<file path="src/hdl/mpq_pkg.sv">
`default_nettype none

package mpq_pkg;

   localparam int PRIO_WIDTH    = 32;
   localparam int PAY_IO_WIDTH  = 32;
   localparam int HELD_WIDTH    = 7;
   localparam int REQ_DATA_BITS = 64;
   localparam int RSP_DATA_BITS = 40;

   typedef enum logic [0:0] {
      ACT_INSERT = 1'b0,
      ACT_REMOVE = 1'b1
   } action_type;

   typedef enum logic [1:0] {
      STATUS_OK    = 2'd0,
      STATUS_EMPTY = 2'd1,
      STATUS_FULL  = 2'd2
   } status_type;

endpackage

`default_nettype wire

</file>
<file path="src/hdl/min_priority_queue_linear_scan_top.sv">
`default_nettype none

// Channel  Dir  Beat fields (lowest bit first)
// req_     in   tuser: action ; tdata: priority_in[31:0], payload_in[63:32]
// rsp_     out  tuser: status ; tdata: payload_out[31:0], entries_held[38:32], is_empty[39]
//
// An insert writes its entry at accept; its result beat is then registered in S_OUT.
// A remove sweeps the single read port of the entry memory one slot per cycle,
// then the last entry is written into the freed slot.
// Reset clears the entry count, the state and the valid flags; the entry memory is not cleared.
// One item is in work at a time; a result beat that is not taken holds off the
// next result, not the next accept.

module min_priority_queue_linear_scan_top
   import mpq_pkg::*;
#(
   parameter int CAPACITY      = 64,
   parameter int PAYLOAD_WIDTH = 32
) (
   input  wire logic                     clock,
   input  wire logic                     reset,
   input  wire logic                     req_tvalid,
   output logic                          req_tready,
   input  wire logic [REQ_DATA_BITS-1:0] req_tdata,   // priority_in, payload_in
   input  wire logic [0:0]               req_tuser,   // action
   output logic                          rsp_tvalid,
   input  wire logic                     rsp_tready,
   output logic      [RSP_DATA_BITS-1:0] rsp_tdata,   // payload_out, entries_held, is_empty
   output logic      [1:0]               rsp_tuser    // status
);

   localparam int AW = $clog2(CAPACITY);
   localparam int CW = $clog2(CAPACITY + 1);
   localparam int EW = PRIO_WIDTH + PAYLOAD_WIDTH;

   typedef enum logic [1:0] {
      S_IDLE,
      S_SCAN,
      S_LAST,
      S_OUT
   } state_type;

   state_type               state_ff, state_in;
   logic [CW-1:0]           count_ff, count_in;
   logic [AW-1:0]           scan_idx_ff, scan_idx_in;
   logic                    rd_vld_ff, rd_vld_in;
   logic [AW-1:0]           rd_idx_ff, rd_idx_in;
   logic [AW-1:0]           best_idx_ff, best_idx_in;
   logic [PRIO_WIDTH-1:0]   best_prio_ff, best_prio_in;
   logic [PAYLOAD_WIDTH-1:0] best_pay_ff, best_pay_in;
   status_type              res_status_ff, res_status_in;
   logic [PAY_IO_WIDTH-1:0] res_pay_ff, res_pay_in;
   logic                    rsp_tvalid_ff, rsp_tvalid_in;
   logic [RSP_DATA_BITS-1:0] rsp_tdata_ff, rsp_tdata_in;
   logic [1:0]              rsp_tuser_ff, rsp_tuser_in;

   logic                    wr_en;
   logic [AW-1:0]           wr_addr;
   logic [EW-1:0]           wr_data;
   logic                    rd_en;
   logic [AW-1:0]           rd_addr;
   logic [EW-1:0]           rd_data;

   logic [PRIO_WIDTH-1:0]    rd_prio;
   logic [PAYLOAD_WIDTH-1:0] rd_pay;
   logic                     cand_better;
   logic [AW-1:0]            fin_idx;
   logic [PAYLOAD_WIDTH-1:0] fin_pay;
   logic [AW-1:0]            last_idx;
   logic                     accept;
   logic                     out_free;
   logic                     full;
   logic [63:0]              pay_wide;

   // Each entry word holds the priority in its upper bits.
   mpq_ram #(
      .WIDTH(EW),
      .DEPTH(CAPACITY)
   ) u_entries (
      .clock  (clock),
      .wr_en  (wr_en),
      .wr_addr(wr_addr),
      .wr_data(wr_data),
      .rd_en  (rd_en),
      .rd_addr(rd_addr),
      .rd_data(rd_data)
   );

   assign rd_prio  = rd_data[EW-1 -: PRIO_WIDTH];
   assign rd_pay   = rd_data[PAYLOAD_WIDTH-1:0];
   assign last_idx = AW'(count_ff - CW'(1));
   assign full     = (count_ff >= CW'(CAPACITY));
   assign pay_wide = {32'd0, req_tdata[63:32]};

   assign req_tready = (state_ff == S_IDLE);
   assign accept     = req_tvalid && req_tready;
   assign out_free   = !rsp_tvalid_ff || rsp_tready;

   // Strict less-than keeps the lowest slot among equal priorities.
   assign cand_better = rd_vld_ff &&
                        ((rd_idx_ff == '0) || ($signed(rd_prio) < $signed(best_prio_ff)));
   assign fin_idx = cand_better ? rd_idx_ff : best_idx_ff;
   assign fin_pay = cand_better ? rd_pay : best_pay_ff;

   always_comb begin
      state_in      = state_ff;
      count_in      = count_ff;
      scan_idx_in   = scan_idx_ff;
      rd_vld_in     = 1'b0;
      rd_idx_in     = rd_idx_ff;
      best_idx_in   = best_idx_ff;
      best_prio_in  = best_prio_ff;
      best_pay_in   = best_pay_ff;
      res_status_in = res_status_ff;
      res_pay_in    = res_pay_ff;
      rsp_tvalid_in = rsp_tvalid_ff && !rsp_tready;
      rsp_tdata_in  = rsp_tdata_ff;
      rsp_tuser_in  = rsp_tuser_ff;
      wr_en         = 1'b0;
      wr_addr       = count_ff[AW-1:0];
      wr_data       = {req_tdata[PRIO_WIDTH-1:0], PAYLOAD_WIDTH'(pay_wide)};
      rd_en         = 1'b0;
      rd_addr       = scan_idx_ff;

      if (cand_better) begin
         best_idx_in  = rd_idx_ff;
         best_prio_in = rd_prio;
         best_pay_in  = rd_pay;
      end

      case (state_ff)
         S_IDLE: begin
            if (accept) begin
               res_pay_in = '0;
               if (action_type'(req_tuser[0]) == ACT_INSERT) begin
                  state_in = S_OUT;
                  if (full) begin
                     res_status_in = STATUS_FULL;
                  end else begin
                     wr_en         = 1'b1;
                     count_in      = count_ff + CW'(1);
                     res_status_in = STATUS_OK;
                  end
               end else if (count_ff == '0) begin
                  res_status_in = STATUS_EMPTY;
                  state_in      = S_OUT;
               end else begin
                  scan_idx_in = '0;
                  state_in    = S_SCAN;
               end
            end
         end
         S_SCAN: begin
            rd_en     = 1'b1;
            rd_vld_in = 1'b1;
            rd_idx_in = scan_idx_ff;
            if (scan_idx_ff == last_idx) begin
               state_in = S_LAST;
            end else begin
               scan_idx_in = scan_idx_ff + AW'(1);
            end
         end
         S_LAST: begin
            // rd_data is the last stored entry: move it into the winner's slot
            wr_en         = 1'b1;
            wr_addr       = fin_idx;
            wr_data       = rd_data;
            count_in      = count_ff - CW'(1);
            res_status_in = STATUS_OK;
            res_pay_in    = PAY_IO_WIDTH'(fin_pay);
            state_in      = S_OUT;
         end
         S_OUT: begin
            if (out_free) begin
               rsp_tvalid_in = 1'b1;
               rsp_tuser_in  = res_status_ff;
               rsp_tdata_in  = {(count_ff == '0), HELD_WIDTH'(count_ff), res_pay_ff};
               state_in      = S_IDLE;
            end
         end
         default: begin
            state_in = S_IDLE;
         end
      endcase
   end

   always_ff @(posedge clock) begin
      if (reset) begin
         state_ff      <= S_IDLE;
         count_ff      <= '0;
         rd_vld_ff     <= 1'b0;
         rsp_tvalid_ff <= 1'b0;
      end else begin
         state_ff      <= state_in;
         count_ff      <= count_in;
         rd_vld_ff     <= rd_vld_in;
         rsp_tvalid_ff <= rsp_tvalid_in;
      end
      scan_idx_ff   <= scan_idx_in;
      rd_idx_ff     <= rd_idx_in;
      best_idx_ff   <= best_idx_in;
      best_prio_ff  <= best_prio_in;
      best_pay_ff   <= best_pay_in;
      res_status_ff <= res_status_in;
      res_pay_ff    <= res_pay_in;
      rsp_tdata_ff  <= rsp_tdata_in;
      rsp_tuser_ff  <= rsp_tuser_in;
   end

   assign rsp_tvalid = rsp_tvalid_ff;
   assign rsp_tdata  = rsp_tdata_ff;
   assign rsp_tuser  = rsp_tuser_ff;

endmodule

`default_nettype wire

</file>
<file path="src/hdl/mpq_ram.sv">
`default_nettype none

module mpq_ram #(
   parameter int WIDTH = 64,
   parameter int DEPTH = 64
) (
   input  wire logic                     clock,
   input  wire logic                     wr_en,
   input  wire logic [$clog2(DEPTH)-1:0] wr_addr,
   input  wire logic [WIDTH-1:0]         wr_data,
   input  wire logic                     rd_en,
   input  wire logic [$clog2(DEPTH)-1:0] rd_addr,
   output logic      [WIDTH-1:0]         rd_data
);

   logic [WIDTH-1:0] mem [DEPTH];

   always_ff @(posedge clock) begin
      if (wr_en) begin
         mem[wr_addr] <= wr_data;
      end
      if (rd_en) begin
         rd_data <= mem[rd_addr];
      end
   end

endmodule

`default_nettype wire

</file>
<file path="config.mk">
export PLATFORM = sky130hd
export DESIGN_NAME = min_priority_queue_linear_scan_top
export DESIGN_NICKNAME = d
export VERILOG_FILES = /design/src/hdl/mpq_pkg.sv /design/src/hdl/min_priority_queue_linear_scan_top.sv /design/src/hdl/mpq_ram.sv
export SDC_FILE = /design/constraint.sdc
export NUM_CORES = 2
export LEC_CHECK = 0
export ABC_AREA = 1
export ABC_CLOCK_PERIOD_IN_PS = 18000
export BUFFER_PORTS_ARGS = -buffer_cell sky130_fd_sc_hd__buf_4
export CELL_PAD_IN_SITES_DETAIL_PLACEMENT = 1
export CELL_PAD_IN_SITES_GLOBAL_PLACEMENT = 1
export CORE_MARGIN = 4
export CORE_UTILIZATION = 35
export DETAILED_ROUTE_END_ITERATION = 7
export PLACE_DENSITY = 0.63
export SYNTH_ARGS = -nofsm -noshare
export SYNTH_HDL_FRONTEND = slang
export SYNTH_HIERARCHICAL = 1
export SYNTH_SLANG_ARGS = --single-unit
</file>
<file path="constraint.sdc">
create_clock -name clock -period 18 [get_ports clock]
set_input_delay 0.9 -clock clock [delete_from_list [all_inputs] [get_ports clock]]
set_output_delay 0.9 -clock clock [all_outputs]
set_load 0.005 [all_outputs]
</file>
==> metrics <==
status finished clean; endpoint class of the critical path flip-flop; RSZ-0062 raised after global routing no; Core Rows 258; commonest cells in the synthesized netlist nand2_1, edfxtp_1, nand3_1; DR vias 117000; Critical Path Fanout Max 39; most used flip-flop cell after synthesis edfxtp_1; Worst Path Arrival 8.88 ns; Avg WL per Cell 28.4 um; final wirelength 604000 um; gpl congestion 0.810; CORE AREA 0.495 mm^2; Pre-antenna DRT Iters 7; initial antenna violation count 20; CP max stage cell nor2_4; # port buffers 112; Worst Tran Pin Value 1.45 ns; I/O pin count 113; first-pass GRT wire length 863000 um; Area growth syn-to-layout 12.6%; Critical Path Max Stage Delay 1.21 ns; width of the chip 713 um; Clk Latency, worst-skew pair 1.01 ns; pwr/cell area 155 mW/mm^2; share of flip-flops with an asynchronous set or reset 0; register area 0.130 mm^2; Yosys reg bits 4329; LEAKAGE 68.6 nW; fin. max-slew vios 0; Root Buffer clkbuf_16; final hold viol count 0; pre-CTS WS 9.66 ns; fin area 0.196 mm^2; largest net degree at the start of global routing 194; Fmax 121 MHz; Fillers 52200; most frequent cell after synthesis nand2_1; final setup vio count 0; Setup Skew 0.0542 ns; cells after synthesis 14300; CP dominant cell by count nand2_1; Chip Height 713 um; die area 0.509 mm^2; fin crit share 0.460; dominant cell type by area after synthesis edfxtp_1; area of the mapped netlist 0.174 mm^2; CP startpoint kind flip-flop; CTS Buf Count 468; fin nets 14400; crit path cell chain ha_1, a21oi_1, nor2_1, nor3_1, nand2_1, nand2_1, nand2_1, nand2_1, nand2_1, nand2_1, nand3_4, nand2_2, nand2_1, nand3_1, nand2_1, inv_1, nand4_1, nor2_4, buf_4, buf_4; Post-synth EDFFs 4280; post-synthesis sequential area ratio 0.744; post-route antenna net violation count 0; vias per cell 5.51; clock slew at reported path FFs 0.06 ns; ranking of synthesized cells by area edfxtp_1, nand3_1, nand2_1; Initial DRC Count 13400; Peak supply drop 177 uV; htree depth 5; worst path required time 18.61 ns; Post-CTS Hold Fix Bufs 0; dpl hpwl 331000 um; initial cell density of the core 0.352; GRT overflow 0; critical path type reg -> reg; Total GRT Usage 0.231; Syn Area/Cell 12.2 um^2; CTS resizes 0; max-cap violations 0; Synth Net Count 14400; Synth top area share 0.739; Multi-input gate area 0.0399 mm^2; CTS tree yes; Power, Total 30.4 mW; Unique masters post-synth 36; Min Clock Period, post-route 8.27 ns; clk buf depth 4; setup TNS 0 ns; worst rel slew slack 0.0353; Worst Hold Class in -> reg; Worst Setup Slack, final 9.73 ns; CTS Sinks 4329; reg-to-reg slack, setup 9.73 ns; dpl cell area 0.182 mm^2; DR DRC count 0; vias in the first global route 117000; share of cells above drive strength 1 0.0800; Post CTS Setup Buffer Count 0; count of synthesis-stage warnings from yosys 6; Layout Utilization 0.396
## metal layers
metal | global-route usage | wire length, um | vias to the layer above
li1 | - | - | 50700
met1 | 0.323 | 257000 | 61200
met2 | 0.375 | 284000 | 4423
met3 | 0.0256 | 40300 | 870
met4 | 0.0763 | 22200 | 4
met5 | 0 | 27 | -
## cells in the final DEF (no fill, tap or decap), drive strengths merged, types with 8 or more instances in the layout
cell type / n
clkinv: 216
nand4: 12
bufinv: 19
nor2: 112
ha: 38
nand2: 4670
edfxtp: 4280
inv: 197
nand3: 3905
nor4: 9
dfxtp: 49
nor3: 10
clkbuf: 605
a21oi: 27
buf: 403
o21ai: 51
xor2: 8
## where the power goes
part           total (mW)  switching [mW]  internal [mW]  leakage, nW
clock network        9.12            4.01           5.11         6.98
registers            13.0           0.136           12.8         39.1
logic                8.36            6.74           1.61         22.6
total                30.4            10.9           19.5         68.6
## flip-flops by register name (all words and copies together) (netlist names), 2 cells and up
signal             cells
u_entries/mem       4096
u_entries/rd_data     64
rsp_tdata             40
best_pay_ff           32
best_prio_ff          32
res_pay_ff            32
count_ff               7
best_idx_ff            6
rd_addr                6
rd_idx_ff              6
res_status_ff          2
rsp_tuser              2
state_ff               2
## logic make-up (layout without fill, tap and decap cells)
family | Yosys count | after routing | synth area share
xor+xnor | 11 | 11 | 0.000554
buf+inv | 1116 | 1444 | 0.0327
fa+ha+maj | 38 | 38 | 0.00273
other cells | 0 | 5 | 0
simple gates | 8726 | 8726 | 0.217
flops | 4329 | 4329 | 0.744
compound gates | 84 | 84 | 0.00255
## through the flow
| step | hold WS (ns) | instances |
|---|---|---|
| 6_report | 0.149 | 21300 |
| 5_1_grt | 0.102 | 21300 |
| 3_3_place_gp | 0.404 | 20400 |
| 3_5_place_dp | 0.406 | 20400 |
| 2_1_floorplan | 0.400 | 14300 |
| 4_1_cts | 0.0556 | 21300 |
## path summary, 6_finish.rpt
check | from | end | depth (start not counted)
hold / removal | reset | state_ff[1]$_SDFFE_PP0P_ | 2
hold reg to reg | res_pay_ff[22]$_SDFFCE_PN0P_ | rsp_tdata[22]$_DFFE_PP_ | 0
setup / recovery | u_entries/rd_data[37]$_DFFE_PP_ | u_entries/mem[41][53]$_DFFE_PP_ | 20
setup reg to reg | u_entries/rd_data[37]$_DFFE_PP_ | u_entries/mem[41][53]$_DFFE_PP_ | 20
## worst max-delay path: cells and delay by family, from the launching register on
family	cells	cell delay, ns
and+or+nand+nor	15	5.28
buffers and inverters	3	1.52
DFF	1	0.43
AOI/OAI and AO/OA	1	0.17
adders and majority gates	1	0.32
## layout make-up
class,instances,area share
Sequential cell,4329,0.661
Multi-Input combinational cell,8859,0.204
Clock buffer,605,0.0634
Tap cell,6630,0.0423
Timing Repair Buffer,403,0.0166
Clock inverter,250,0.00939
Inverter,186,0.00391
Antenna cell,5,0.0000638
No activity file was read; power rests on OpenSTA's default activity.
